===== src/design/mclbs_pkg.sv =====
// Shared types and constants for the multi-channel LED blink scheduler.
// No dependencies; mclbs_chan_update and the top level import this package.
`default_nettype none

package mclbs_pkg;

    typedef enum logic [1:0] {
        OP_TICK  = 2'd0,
        OP_ON    = 2'd1,
        OP_OFF   = 2'd2,
        OP_SCHED = 2'd3
    } op_t;

    typedef enum logic [1:0] {
        MODE_ON    = 2'd0,
        MODE_OFF   = 2'd1,
        MODE_BLINK = 2'd2
    } mode_t;

    typedef enum logic [1:0] {
        ST_IDLE,
        ST_CMD,
        ST_TICK,
        ST_FINISH
    } seq_state_t;

    localparam logic [15:0] FLASH_FOREVER = 16'hFFFF;

    // One channel's stored state, kept as one memory word.
    typedef struct packed {
        mode_t       mode;
        logic [7:0]  delay_left;
        logic [7:0]  phase_countdown;
        logic        phase_high;
        logic [15:0] flashes_left;
        logic [7:0]  on_reload;
        logic [7:0]  off_reload;
    } chan_state_t;

    localparam chan_state_t CHAN_RESET = '{
        mode:            MODE_OFF,
        delay_left:      8'd0,
        phase_countdown: 8'd0,
        phase_high:      1'b0,
        flashes_left:    16'd0,
        on_reload:       8'd0,
        off_reload:      8'd0
    };

endpackage

`default_nettype wire


===== src/design/mclbs_ram.sv =====
// Generic single-write, single-read RAM with registered read data.
// No dependencies.
`default_nettype none

module mclbs_ram #(
    parameter int WIDTH = 8,
    parameter int DEPTH = 8,
    parameter int AW    = (DEPTH > 1) ? $clog2(DEPTH) : 1
) (
    input  wire logic             clk,
    input  wire logic             we,
    input  wire logic [AW-1:0]    waddr,
    input  wire logic [WIDTH-1:0] wdata,
    input  wire logic             re,
    input  wire logic [AW-1:0]    raddr,
    output logic      [WIDTH-1:0] rdata
);

    logic [WIDTH-1:0] mem [DEPTH];

    always_ff @(posedge clk)
    begin
        if (we)
        begin
            mem[waddr] <= wdata;
        end
        if (re)
        begin
            rdata <= mem[raddr];
        end
    end

endmodule

`default_nettype wire


===== src/design/mclbs_chan_update.sv =====
// Advances one channel by one tick: delay, phase countdown, toggle, flash count.
// Depends on mclbs_pkg.
`default_nettype none

module mclbs_chan_update
    import mclbs_pkg::*;
(
    input  wire chan_state_t cur,
    input  wire logic        level_cur,
    output chan_state_t      nxt,
    output logic             level_nxt,
    output logic             done
);

    always_comb
    begin
        nxt       = cur;
        level_nxt = level_cur;
        done      = 1'b0;
        unique case (cur.mode)
            MODE_OFF:
            begin
                level_nxt = 1'b0;
            end
            MODE_ON:
            begin
                level_nxt = 1'b1;
            end
            default:
            begin
                // Blinking; the unused mode code behaves the same way.
                if (cur.delay_left != 8'd0)
                begin
                    nxt.delay_left = cur.delay_left - 8'd1;
                end
                else if (cur.phase_countdown != 8'd0)
                begin
                    nxt.phase_countdown = cur.phase_countdown - 8'd1;
                end
                else if (!cur.phase_high)
                begin
                    level_nxt           = 1'b1;
                    nxt.phase_high      = 1'b1;
                    nxt.phase_countdown = cur.on_reload;
                    if (cur.flashes_left != FLASH_FOREVER)
                    begin
                        if (cur.flashes_left == 16'd0)
                        begin
                            nxt.mode = MODE_OFF;
                            done     = 1'b1;
                        end
                        else
                        begin
                            nxt.flashes_left = cur.flashes_left - 16'd1;
                        end
                    end
                end
                else
                begin
                    level_nxt           = 1'b0;
                    nxt.phase_high      = 1'b0;
                    nxt.phase_countdown = cur.off_reload;
                end
            end
        endcase
    end

endmodule

`default_nettype wire


===== src/design/multi_channel_led_blink_scheduler.sv =====
// Top level of the multi-channel LED blink scheduler: sequencer, state memory, output register.
// Depends on mclbs_pkg, mclbs_ram and mclbs_chan_update.
//
// Each input word is either a tick or a command to one channel, and yields exactly one
// output word with the pin levels and the finished flags. All channel state sits in one
// memory with registered reads; a tick walks it one channel per cycle with a pipelined
// read-modify-write, and the block takes no new word until a tick or command is done.
// Reset needs no clearing pass: a valid flag per entry makes unwritten entries read as
// their reset value. The output register lets the next word be taken while a finished
// result is still waiting to be picked up.
`default_nettype none

module multi_channel_led_blink_scheduler
    import mclbs_pkg::*;
#(
    parameter int CHANNELS = 8
) (
    input  wire logic        clk,
    input  wire logic        rst_n,
    input  wire logic        in_valid,
    output logic             in_stall,
    input  wire logic [1:0]  op,
    input  wire logic [2:0]  channel,
    input  wire logic [7:0]  start_delay,
    input  wire logic [7:0]  on_ticks,
    input  wire logic [7:0]  off_ticks,
    input  wire logic [15:0] flash_count,
    output logic             out_valid,
    input  wire logic        out_stall,
    output logic      [7:0]  pin_levels,
    output logic      [7:0]  finished_mask
);

    localparam int IDX_W  = (CHANNELS > 1) ? $clog2(CHANNELS) : 1;
    localparam int LVL_W  = (CHANNELS > 8) ? CHANNELS : 8;
    localparam int WORD_W = $bits(chan_state_t);

    seq_state_t          state_reg, state_next;
    op_t                 op_reg;
    logic                cmd_ok_reg;
    logic [IDX_W-1:0]    addr_reg, addr_next;
    logic [7:0]          delay_reg, on_reg, off_reg;
    logic [15:0]         flash_reg;
    logic [LVL_W-1:0]    level_reg, level_next;
    logic [7:0]          fin_reg, fin_next;
    logic [CHANNELS-1:0] valid_reg, valid_next;
    logic                out_valid_reg, out_valid_next;
    logic [7:0]          pin_reg, finmask_reg;
    logic                load_out;

    logic                accept;
    logic                ram_we, ram_re;
    logic [IDX_W-1:0]    ram_raddr;
    logic [WORD_W-1:0]   ram_rdata;
    chan_state_t         cur_state, upd_state, wr_state;
    logic                upd_level, upd_done;
    logic                last_chan;

    mclbs_ram #(
        .WIDTH (WORD_W),
        .DEPTH (CHANNELS),
        .AW    (IDX_W)
    ) u_ram (
        .clk   (clk),
        .we    (ram_we),
        .waddr (addr_reg),
        .wdata (wr_state),
        .re    (ram_re),
        .raddr (ram_raddr),
        .rdata (ram_rdata)
    );

    // An entry never written since reset reads as its reset value.
    assign cur_state = (valid_reg[addr_reg]) ? chan_state_t'(ram_rdata) : CHAN_RESET;

    mclbs_chan_update u_update (
        .cur       (cur_state),
        .level_cur (level_reg[addr_reg]),
        .nxt       (upd_state),
        .level_nxt (upd_level),
        .done      (upd_done)
    );

    assign accept    = in_valid && !in_stall;
    assign last_chan = (addr_reg == IDX_W'(CHANNELS - 1));

    always_comb
    begin
        wr_state = cur_state;
        unique case (op_reg)
            OP_ON:
            begin
                wr_state.mode = MODE_ON;
            end
            OP_OFF:
            begin
                wr_state.mode = MODE_OFF;
            end
            OP_SCHED:
            begin
                wr_state.delay_left   = delay_reg;
                wr_state.on_reload    = on_reg;
                wr_state.off_reload   = off_reg;
                wr_state.flashes_left = flash_reg;
                wr_state.mode         = MODE_BLINK;
            end
            OP_TICK:
            begin
                wr_state = upd_state;
            end
        endcase
    end

    always_comb
    begin
        state_next     = state_reg;
        addr_next      = addr_reg;
        in_stall       = 1'b1;
        ram_re         = 1'b0;
        ram_raddr      = addr_reg;
        ram_we         = 1'b0;
        level_next     = level_reg;
        fin_next       = fin_reg;
        valid_next     = valid_reg;
        load_out       = 1'b0;
        out_valid_next = out_valid_reg && out_stall;
        unique case (state_reg)
            ST_IDLE:
            begin
                in_stall = 1'b0;
                if (in_valid)
                begin
                    addr_next  = (op_t'(op) == OP_TICK) ? '0 : IDX_W'(channel);
                    ram_re     = 1'b1;
                    ram_raddr  = addr_next;
                    fin_next   = 8'd0;
                    state_next = (op_t'(op) == OP_TICK) ? ST_TICK : ST_CMD;
                end
            end
            ST_CMD:
            begin
                if (cmd_ok_reg)
                begin
                    ram_we               = 1'b1;
                    valid_next[addr_reg] = 1'b1;
                end
                state_next = ST_FINISH;
            end
            ST_TICK:
            begin
                ram_we               = 1'b1;
                valid_next[addr_reg] = 1'b1;
                level_next[addr_reg] = upd_level;
                fin_next             = fin_reg | (8'(upd_done) << addr_reg);
                if (last_chan)
                begin
                    state_next = ST_FINISH;
                end
                else
                begin
                    // Read the next channel while this one is written back.
                    addr_next  = addr_reg + IDX_W'(1);
                    ram_re     = 1'b1;
                    ram_raddr  = addr_next;
                end
            end
            ST_FINISH:
            begin
                if (!out_valid_reg || !out_stall)
                begin
                    load_out       = 1'b1;
                    out_valid_next = 1'b1;
                    state_next     = ST_IDLE;
                end
            end
        endcase
    end

    always_ff @(posedge clk or negedge rst_n)
    begin
        if (!rst_n)
        begin
            state_reg     <= ST_IDLE;
            op_reg        <= OP_TICK;
            addr_reg      <= '0;
            level_reg     <= '0;
            fin_reg       <= 8'd0;
            valid_reg     <= '0;
            out_valid_reg <= 1'b0;
        end
        else
        begin
            state_reg     <= state_next;
            if (accept)
            begin
                op_reg <= op_t'(op);
            end
            addr_reg      <= addr_next;
            level_reg     <= level_next;
            fin_reg       <= fin_next;
            valid_reg     <= valid_next;
            out_valid_reg <= out_valid_next;
        end
    end

    always_ff @(posedge clk)
    begin
        if (accept)
        begin
            cmd_ok_reg <= (int'(channel) < CHANNELS);
            delay_reg  <= start_delay;
            on_reg     <= on_ticks;
            off_reg    <= off_ticks;
            flash_reg  <= flash_count;
        end
        if (load_out)
        begin
            pin_reg     <= level_reg[7:0];
            finmask_reg <= fin_reg;
        end
    end

    assign out_valid     = out_valid_reg;
    assign pin_levels    = pin_reg;
    assign finished_mask = finmask_reg;

    a_no_rw_collision: assert property (@(posedge clk) disable iff (!rst_n)
        ram_we && ram_re |-> ram_raddr != addr_reg)
        else $error("state memory read and written at the same entry");

    a_finish_is_high: assert property (@(posedge clk) disable iff (!rst_n)
        out_valid |-> (finished_mask & ~pin_levels) == 8'd0)
        else $error("finished channel not driven high on its last flash");

    a_accept_starts_work: assert property (@(posedge clk) disable iff (!rst_n)
        accept |=> (state_reg == ST_CMD || state_reg == ST_TICK))
        else $error("accepted word did not start a command or tick");

    a_write_only_when_busy: assert property (@(posedge clk) disable iff (!rst_n)
        ram_we |-> (state_reg == ST_CMD || state_reg == ST_TICK))
        else $error("state memory written outside command or tick work");

endmodule

`default_nettype wire


===== config.mk =====
export PLATFORM = sky130hd
export DESIGN_NAME = multi_channel_led_blink_scheduler
export DESIGN_NICKNAME = d
export VERILOG_FILES = /design/src/design/mclbs_pkg.sv /design/src/design/mclbs_ram.sv /design/src/design/mclbs_chan_update.sv /design/src/design/multi_channel_led_blink_scheduler.sv
export SDC_FILE = /design/constraint.sdc
export NUM_CORES = 1
export LEC_CHECK = 0
export ABC_AREA = 1
export CAP_MARGIN = 15
export CORE_UTILIZATION = 44
export DETAILED_ROUTE_END_ITERATION = 12
export DONT_BUFFER_PORTS = 1
export MAX_ROUTING_LAYER = met4
export PLACE_DENSITY = 0.65
export SLEW_MARGIN = 20
export SYNTH_ARGS = -nofsm -noshare
export SYNTH_HDL_FRONTEND = slang
export SYNTH_SLANG_ARGS = --single-unit

===== constraint.sdc =====
create_clock -name clk -period 6.9 [get_ports clk]
set_clock_uncertainty 0.15 [all_clocks]
set_input_delay 0.345 -clock clk [delete_from_list [all_inputs] [get_ports clk]]
set_output_delay 0.345 -clock clk [all_outputs]
set_load 0.005 [all_outputs]

### Yosys cells after proc, flatten, opt, wreduce, memory -nomap -nowiden

Memory sizes are Yosys's and may differ from the RTL's. A register that Yosys moved wholly into a read port is not among the register bits.
Cells that the tools add are included.

| word-level totals | value |
|---|---|
| register bits after elaboration | 88 |
| memories kept | 1 |
| bits in latches | 0 |
| memory bits (read-only) | 0 |
| memory bits (writable) | 408 |
| word-level logic and storage cells | 113 |
| output and inout port bits | 18 |
| input port bits | 49 |

| operators by class | value |
|---|---|
| multipliers | 0 |
| shift operators | 1 |
| div/mod/pow operators | 0 |
| multiplexer cells | 59 |
| eq/ne operators | 12 |
| order comparisons | 2 |
| add/subtract/negate cells | 4 |
| reduce and logical (&&, ||, !) cells | 19 |
| bitwise operators | 2 |

Memory list:

| name | words | bits a word | read ports | clocked after memory_dff | write ports | line | text |
|---|---|---|---|---|---|---|---|
| u_ram.mem | 8 | 51 | 1 | 1 | 1 | mclbs_ram.sv:19 | `logic [WIDTH-1:0] mem [DEPTH];` |

Operators by type and width:

| kind | count |
|---|---|
| $pmux 32 s2 | 1 |
| $mux 51 | 1 |
| $mux 16 | 3 |
| $mux 35 | 1 |
| $mux 8 | 4 |
| $pmux 8 s2 | 2 |
| $mux 25 | 1 |
| $mux 1 | 22 |
| $mux 2 | 9 |
| $mux 9 | 2 |
| $mux 17 | 1 |
| $logic_not 16->1 | 1 |
| $ne 16x16->1 const B | 1 |
| $or 8x8->8 | 2 |
| $pmux 2 s4 | 2 |
| $reduce_bool 8->1 | 2 |
| $sub 16x1->16 const B | 1 |
| $sub 8x1->8 const B | 2 |
| $mux 3 | 3 |
| $bwmux 8 | 1 |
| $eq 2x2->1 const B | 4 |
| $logic_not 2->1 | 4 |
| $shl 1x3->8 | 1 |
| $bmux 1 s3 | 2 |
| 16 further kinds | 26 |

### Longest topological paths before layout

Gate-level depths: netlist of the first run.

| logic depth | value |
|---|---|
| word-level depth | 13 |
| gate-level depth with buffers | 23 |
| mapped depth without buffers | 19 |

### Cells and area by module

A second synthesis of the first run with hierarchy kept.

| second synthesis, totals | value |
|---|---|
| cells, all modules | 2704 |
| area, all modules | 25792.2 um^2 |

Modules (own cells, without submodules):

| module | times used | cells an instance | area an instance (um^2) | seq. area each (um^2) |
|---|---|---|---|---|
| mclbs_ram | 1 | 1832 | 19372.3 | 13783.2 |
| multi_channel_led_blink_scheduler | 1 | 581 | 4840.9 | 2482.4 |
| mclbs_chan_update | 1 | 291 | 1579.0 | 0.0 |

### Worst setup path after synthesis of the first run

Ideal clock, no wire load.

| timing path | value |
|---|---|
| path type | reg-to-reg |
| start | reg addr_reg[1] |
| end | mem u_ram.mem[3][0] (netlist name) (enable) |
| period minus slack after synthesis | 3.707 ns |
| path buffers | 2 |
| setup time | 0.461 ns |
| arrival | 3.096 ns |
| stages on the path, launching flop included | 5 |
| slack | 3.193 ns |
| required time | 6.289 ns |
| path through | dfrtp_1 buf_4 clkbuf_1 nand3_1 nor2_1 |

RTL lines:

| element | line | text |
|---|---|---|
| from (decl) | multi_channel_led_blink_scheduler.sv:41 | `logic [IDX_W-1:0] addr_reg, addr_next;` |
| from (signal assigned) | multi_channel_led_blink_scheduler.sv:198 | `addr_reg <= addr_next;` |
| to (decl) | mclbs_ram.sv:19 |  |

Straight into the memory's write port.

### Final worst setup path of the first run

| timing path | value |
|---|---|
| start | reg addr_reg[0] |
| end | mem u_ram.mem[0][36] (netlist name), data pin |

| on the way | value |
|---|---|
| word-level cells in the longest chain between the ends | 8 |
| elaborated cells on any way between the ends | 14 |
| those cells by class | add/sub (1); eq/ne (1); mux (8); reduce/logical (4) |

RTL lines:

| element | line | text |
|---|---|---|
| $bmux 1 s3 (*) | multi_channel_led_blink_scheduler.sv:74 | `assign cur_state = (valid_reg[addr_reg]) ? chan_state_t'(ram_rdata) : CHAN_RESET;` |
| $mux 1 (implied by the code) (*) | multi_channel_led_blink_scheduler.sv:74 |  |
| $mux 51 (*) | multi_channel_led_blink_scheduler.sv:74 |  |
| $sub 8x1->8 (tied with other cells) | mclbs_chan_update.sv:38 | `nxt.phase_countdown = cur.phase_countdown - 8'd1;` |
| $mux 8 | mclbs_chan_update.sv:36 | `else if (cur.phase_countdown != 8'd0)` |
| $mux 25 | mclbs_chan_update.sv:32 | `if (cur.delay_left != 8'd0)` |
| $mux 35 | mclbs_chan_update.sv:20 | `unique case (cur.mode)` |
| $mux 9 (*) | multi_channel_led_blink_scheduler.sv:90 | `unique case (op_reg)` |
| via u_ram.wdata[36] | mclbs_ram.sv:13 | `input wire logic [WIDTH-1:0] wdata,` |

The timed path passes the listed nets; every way through them passes the cells marked *. The select of a mux whose other input is x is not followed.

==> reports/metrics.cfg, run 1 <==
[worst_hold_path]
timing.hold.worst.class = input pin to async pin

[cts]
cts_buffer_depth = 3
clock-sinks = 547
cts_made_buffers = 54
clockRootBuffer = sky130_fd_sc_hd__clkbuf_16
buffers_inserted_by_post_cts_timing_repair = 0
clk_latency_ns = 0.61
tritoncts_clock_tree = yes
htree_num_levels = 2
clkSlewWorstSetupHoldPaths_ns = 0.06

[routing]
drt-pass1-iter-count = 9
ant_nets = 0
wl_per_cell_um = 20.6
detail_route.vias_per_cell = 5.66
via_count = 14600
drt-total-wl_um = 53100
drt_iter0_markers = 1552
remaining_drc_errors = 1

[floorplanning]
initial_core_util = 0.444
num_io_pins = 67
floorplan.die_area_um2 = 52700
placeable_area_um2 = 51300
fp-row-count = 83
die_width_um = 230
floorplan.die.height_um = 230

[timing]
max_slew.worst_pin.slew_ns = 1.09
report.final.setup_viol = 0
rsz0062_at_grt = no
final_slew_violations = 0
maxSlewHeadroom = 0.276
post_layout_minimum_cycle_time_ns = 4.50
fmaxAchievable_mhz = 222
totalNegativeSetupSlack_ns = 0
min_period_over_period = 0.653
timing_hold_violations_final = 0

[cells_and_area]
area.growth.synth_to_final_pct = 12.1
final_util = 0.498
multiInputGateArea_um2 = 5800
area_of_all_sequential_standard_cells_um2 = 16300
largest_register_ffs = 408
diodes = 0
nets = 1917
final_layout_size_suffix_gt1_frac = 0.107
num-fill-cells = 4388

[status]
outcome = finished with violations
failed_checks = design-rule violations

[global_route]
antenna_violations_before_repair = 0
pin_count_of_the_biggest_net_entering_global_routing = 123
first_global_vias = 14200
grt-ovfl-total = 0
grt_usage = 0.209
grt_first_pass_wirelength_um = 81600

[place]
io_buffers = 0
place_congestion = 0.940
detailedPlacementHpwl_um = 28100

[critical_path]
critPathMaxStageDelay_ns = 0.70
timing_worst_setup_path_type = flip-flop to flip-flop
slowest_stage = sky130_fd_sc_hd__dfrtp_1
critPathCaptureType = flip-flop
crit_fanout = 64
worstPathRequired_ns = 7.06
crit_path_cell_trace = inv_2 -> nand4_1 -> nand2_1 -> nor2_1 -> nand2_4 -> inv_2 -> nor2_1 -> inv_1 -> ha_1 -> nand2_2 -> nor2_8 -> nand3_1 -> clkinv_1 -> o21ai_0 -> a22oi_1
crit_arrival_ns = 4.66
kind_of_start_point_of_the_critical_path = flip-flop

[synthesis]
synthesis.area_um2 = 22800
ys.flop_type = sky130_fd_sc_hd__edfxtp_1
netlist_instances = 1837
synth-async-reset-ratio = 0.0585
synthDistinctLibCells = 47
synth_seq_cells = 547
mappedNetlistNets = 1899
synth_edf_count = 515
syn_avg_cell_area_um2 = 12.4
synth_warnings = 0
synth-seq-area-share = 0.713

[flow_run]
cap_violations = 0

-- placed cells by master, fill, tap and decap left out, drive strengths merged --
cell	instances
edfxtp	515
o21ai	280
nor2	279
nand2	180
o22ai	107
inv	97
nand3	88
clkbuf	71
mux2	51
dlygate4sd3	44
dfrtp	32
nand4	27
clkinv	23
a21oi	22
buf	21
ha	13
o211ai	7
or2	7
o31ai	4
nor3	4
o21bai	3
xor2	3
a31oi	3
clkinvlp	3
o41ai	2
a22oi	2
bufinv	2
nor4	1
and2	1
a32o	1
a22o	1
nor3b	1
o221ai	1
nand3b	1
o2111ai	1
-- cells in the mapped netlist, types with 5 or more instances --
cell,count,area share
sky130_fd_sc_hd__nor2_1,266,0.044
sky130_fd_sc_hd__dfrtp_1,32,0.035
sky130_fd_sc_hd__or2_2,7,0.0019
sky130_fd_sc_hd__buf_2,13,0.0029
sky130_fd_sc_hd__inv_1,87,0.014
sky130_fd_sc_hd__edfxtp_1,515,0.68
sky130_fd_sc_hd__o22ai_1,107,0.029
sky130_fd_sc_hd__clkbuf_1,77,0.013
sky130_fd_sc_hd__nor2_2,7,0.0019
sky130_fd_sc_hd__o21ai_0,260,0.057
sky130_fd_sc_hd__buf_4,6,0.0020
sky130_fd_sc_hd__o21ai_1,16,0.0035
sky130_fd_sc_hd__inv_2,7,0.0012
sky130_fd_sc_hd__nand3_1,87,0.019
sky130_fd_sc_hd__nand4_1,26,0.0071
sky130_fd_sc_hd__o211ai_1,7,0.0023
sky130_fd_sc_hd__nand2_1,169,0.028
sky130_fd_sc_hd__a21oi_1,21,0.0046
sky130_fd_sc_hd__buf_6,5,0.0025
sky130_fd_sc_hd__ha_1,13,0.0071
sky130_fd_sc_hd__mux2_2,51,0.025
sky130_fd_sc_hd__nand2_2,10,0.0027
sky130_fd_sc_hd__nor2_4,5,0.0025
-- layout make-up --
| type | instances | share of cell area |
|---|---|---|
| Tap cell | 680 | 0.0333 |
| Clock inverter | 28 | 0.00788 |
| Inverter | 97 | 0.0144 |
| Timing Repair Buffer | 65 | 0.0244 |
| Clock buffer | 71 | 0.0562 |
| Sequential cell | 547 | 0.637 |
| Multi-Input combinational cell | 1090 | 0.227 |
-- critical path: cells and delay by family (launching register included) --
kind                     cells  cell delay [ns]
AND/OR/NAND/NOR              8             1.48
buffers and inverters        4             0.91
flip-flops                   1             0.70
AO/OA/AOI/OAI                2             0.69
adder cells (fa/ha/maj)      1             0.25
-- through the flow --
| stage | hold slack, ns | worst slack, ns | instances | instance area (um^2) |
|---|---|---|---|---|
| floorplan | -0.101 | 3.19 | 1837 | 22800 |
| global placement | -0.0989 | 2.67 | 2434 | 23500 |
| detailed placement | -0.0990 | 2.48 | 2434 | 23500 |
| CTS | 0.0135 | 2.44 | 2578 | 25600 |
| global route | 0.0604 | 2.00 | 2578 | 25600 |
| finish | 0.0393 | 2.40 | 2578 | 25600 |
-- metal layers --
layer	routed length (um)	vias to the layer above	GRT usage	share of wire
met1	22600	7222	0.275	0.43
met2	25200	537	0.326	0.47
met4	1480	0	0.0785	0.028
met5	0	-	-	0
li1	-	6735	-	-
met3	3880	106	0.0334	0.073
-- path summary, 6_finish.rpt --
kind / from / endpoint / slack (ns) / cells past startpoint
setup / recovery: addr_reg[0] / u_ram.mem[0][36] / 2.40 / 15
hold / removal: rst_n / fin_reg[6] / 0.04 / 2
setup reg to reg: addr_reg[0] / u_ram.mem[0][36] / 2.40 / 15
hold reg to reg: fin_reg[2] / finished_mask[2] / 0.30 / 0
max in group asynchronous: rst_n / valid_reg[4] / 6.38 / 2
min in group clk: in_valid / state_reg[1] / 0.04 / 3
-- timing repair --
item	4_1_cts	5_1_grt
hold buffers	45	0
gates resized for setup	0	0
hold endpoints to repair	91	0
-- cell families after synthesis --
family / Yosys count / synth area share
xor+xnor: 3 / 0.00115
fa+ha+maj: 13 / 0.00713
buf+inv: 200 / 0.0364
compound gates: 434 / 0.105
flops: 547 / 0.713
simple gates: 589 / 0.112
mux: 51 / 0.0252
Power of run 1 is not shown: default switching activity piles up to over one toggle a cycle in this logic, so the estimate is an artifact.
==> run 2, diff against run 1 <==
==> constraint.sdc (replaced) <==
create_clock -name clk -period 4.25 [get_ports clk]
set_clock_uncertainty 0.15 [all_clocks]
set_input_delay 0.2125 -clock clk [delete_from_list [all_inputs] [get_ports clk]]
set_output_delay 0.2125 -clock clk [all_outputs]
set_load 0.005 [all_outputs]
==> run 2 against run 1 <==
Against the previous run: the flow still finishes with violations (design-rule violations); global-route usage is 0.13 points higher; highest routed layer unchanged; wire length is 1.5% higher; critical path depth is 1 lower; maximum frequency is 16% higher; core utilization is 0.89 points higher.
==> reports/metrics.cfg, run 2 (same netlist as run 1, synthesis figures left out) <==
[critical_path]
crit_family = simple AND/OR/NAND/NOR gates  ; unchanged
critPathCaptureType = flip-flop  ; unchanged
slowest_stage = sky130_fd_sc_hd__dfrtp_1  ; unchanged
timing_worst_setup_path_type = flip-flop to flip-flop  ; unchanged
critPathMaxStageDelay_ns = 0.56  ; was 0.70 ns
worstPathRequired_ns = 4.37  ; was 7.06 ns
kind_of_start_point_of_the_critical_path = flip-flop  ; unchanged
crit_path_cell_trace = inv_2 -> nand4_1 -> nand2_1 -> nor2_1 -> nand2_4 -> nand2_1 -> ha_1 -> nand2_1 -> nor2_2 -> nand3_4 -> nor2_4 -> nand3_1 -> nand3_1 -> nand3_1  ; was inv_2 -> nand4_1 -> nand2_1 -> nor2_1 -> nand2_4 -> inv_2 -> nor2_1 -> inv_1 -> ha_1 -> nand2_2 -> nor2_8 -> nand3_1 -> clkinv_1 -> o21ai_0 -> a22oi_1
cp_num_buf_inv = 1  ; was 4
r2r_slack_ns = 0.37  ; was 2.40 ns
crit_arrival_ns = 4.01  ; was 4.66 ns
crit_fanout = 23  ; was 64

[routing]
drt-pass1-iter-count = 9  ; unchanged
wl_per_cell_um = 20.8  ; was 20.6 um
via_count = 14600  ; about the same
remaining_drc_errors = 1  ; unchanged
drt_iter0_markers = 1423  ; was 1552
detail_route.vias_per_cell = 5.61  ; was 5.66
ant_nets = 0  ; unchanged
drt-total-wl_um = 53900  ; was 53100 um

[flow_run]
cap_violations = 0  ; unchanged

[place]
detailedPlacementHpwl_um = 29000  ; was 28100 um
io_buffers = 0  ; unchanged
place_congestion = 0.920  ; was 0.940

[floorplanning]
die_width_um = 230  ; unchanged
initial_core_util = 0.444  ; unchanged
floorplan.die.height_um = 230  ; unchanged
floorplan.die_area_um2 = 52700  ; unchanged
num_io_pins = 67  ; unchanged
placeable_area_um2 = 51300  ; unchanged
fp-row-count = 83  ; unchanged

[cts]
clkSlewWorstSetupHoldPaths_ns = 0.06  ; about the same
clk_latency_ns = 0.62  ; was 0.61 ns
buffers_inserted_by_post_cts_timing_repair = 0  ; unchanged
cts.repair.resized = 0  ; unchanged
cts_buffer_depth = 3  ; unchanged
cts_made_buffers = 55  ; was 54
clockRootBuffer = sky130_fd_sc_hd__clkbuf_16  ; unchanged
clock-sinks = 547  ; unchanged
tritoncts_clock_tree = yes  ; unchanged
htree_num_levels = 2  ; unchanged

[timing]
final_slew_violations = 0  ; unchanged
report.final.setup_viol = 0  ; unchanged
max_slew.worst_pin.slew_ns = 1.08  ; was 1.09 ns
totalNegativeSetupSlack_ns = 0  ; unchanged
maxSlewHeadroom = 0.280  ; was 0.276
timing_hold_violations_final = 0  ; unchanged
rsz0062_at_grt = no  ; unchanged
post_layout_minimum_cycle_time_ns = 3.88  ; was 4.50 ns
fmaxAchievable_mhz = 258  ; was 222 MHz
min_period_over_period = 0.913  ; was 0.653

[global_route]
grt_first_pass_wirelength_um = 81900  ; was 81600 um
grt-ovfl-total = 0  ; unchanged
first_global_vias = 13900  ; was 14200
grt_usage = 0.210  ; was 0.209
antenna_violations_before_repair = 1  ; was 0
pin_count_of_the_biggest_net_entering_global_routing = 206  ; was 123

[cells_and_area]
largest_register_ffs = 408  ; unchanged
final_layout_size_suffix_gt1_frac = 0.113  ; was 0.107
mostFrequentLayoutCells = sky130_fd_sc_hd__edfxtp_1, sky130_fd_sc_hd__o21ai_0, sky130_fd_sc_hd__nor2_1  ; unchanged
layout_commonest_cell = sky130_fd_sc_hd__edfxtp_1  ; unchanged
area.growth.synth_to_final_pct = 14.0  ; was 12.1%
nets = 1934  ; was 1917

[status]
outcome = finished with violations  ; unchanged
failed_checks = design-rule violations  ; unchanged

[worst_hold_path]
timing.hold.worst.class = input pin to flip-flop  ; was input pin to async pin

[run 2: changes by cell type in the layout (fill, tap and decap cells not counted), sizes merged]
| cell | previous run | this run |
|---|---|---|
| bufinv | 2 | 5 |
| clkinvlp | 3 | 2 |
| diode | 0 | 1 |
| dlygate4sd3 | 44 | 46 |
| clkinv | 23 | 22 |
| inv | 97 | 96 |
| buf | 21 | 35 |
[run 2: path summary, 6_finish.rpt]
check                           cells past startpoint          endpoint            from
worst max register to register                     14  u_ram.mem[3][16]     addr_reg[0]
worst min register to register                      0  finished_mask[2]      fin_reg[2]
max in group asynchronous                           4      valid_reg[7]           rst_n
min in group asynchronous                           4         op_reg[0]           rst_n
worst min-delay path                                1      flash_reg[2]  flash_count[2]
worst max-delay path                               14  u_ram.mem[3][16]     addr_reg[0]
[run 2: metrics by stage]
stage                     area (um^2)  setup WS [ns]  hold slack (ns)   util  cells
after floorplan                 22800          0.543           -0.233      -   1837
after global placement          23800          0.556           -0.232  0.463   2447
after detailed placement        23800          0.416           -0.231  0.463   2447
after CTS                       26000          0.392           0.0354  0.507   2594
after global routing            26000         0.0158           0.0517  0.507   2595
final                           26000          0.369           0.0679  0.507   2595
[run 2: worst reg2reg max path, stage by stage, from the launching register on]
cell and delay [ns]:
sky130_fd_sc_hd__dfrtp_1 0.56, sky130_fd_sc_hd__inv_2 0.19, sky130_fd_sc_hd__nand4_1 0.11, sky130_fd_sc_hd__nand2_1 0.07
sky130_fd_sc_hd__nor2_1 0.18, sky130_fd_sc_hd__nand2_4 0.20, sky130_fd_sc_hd__nand2_1 0.18, sky130_fd_sc_hd__ha_1 0.23
sky130_fd_sc_hd__nand2_1 0.11, sky130_fd_sc_hd__nor2_2 0.41, sky130_fd_sc_hd__nand3_4 0.21, sky130_fd_sc_hd__nor2_4 0.47
sky130_fd_sc_hd__nand3_1 0.13, sky130_fd_sc_hd__nand3_1 0.11, sky130_fd_sc_hd__nand3_1 0.24
[run 2: layout make-up]
type | instances | area, um^2
Sequential cell | 547 | 16300
Inverter | 97 | 369
Clock buffer | 71 | 1460
Tap cell | 680 | 851
Multi-Input combinational cell | 1090 | 5800
Timing Repair Buffer | 81 | 961
Fill cell | 4379 | 25300
Antenna cell | 1 | 2.50
Clock inverter | 28 | 294
[run 2: repair_timing]
item                                    4_1_cts  5_1_grt
endpoints found under the setup margin        0        0
hold buffers                                 48        0
hold endpoints to repair                    101        0
[run 2: layer usage]
layer	track usage	share of wire	vias to the layer above
met1	0.280	0.43	7126
met4	0.0681	0.024	0
met3	0.0309	0.068	86
li1	-	-	6773
met2	0.331	0.48	572
met5	-	0	-
Power of run 2 is left out for the same reason.
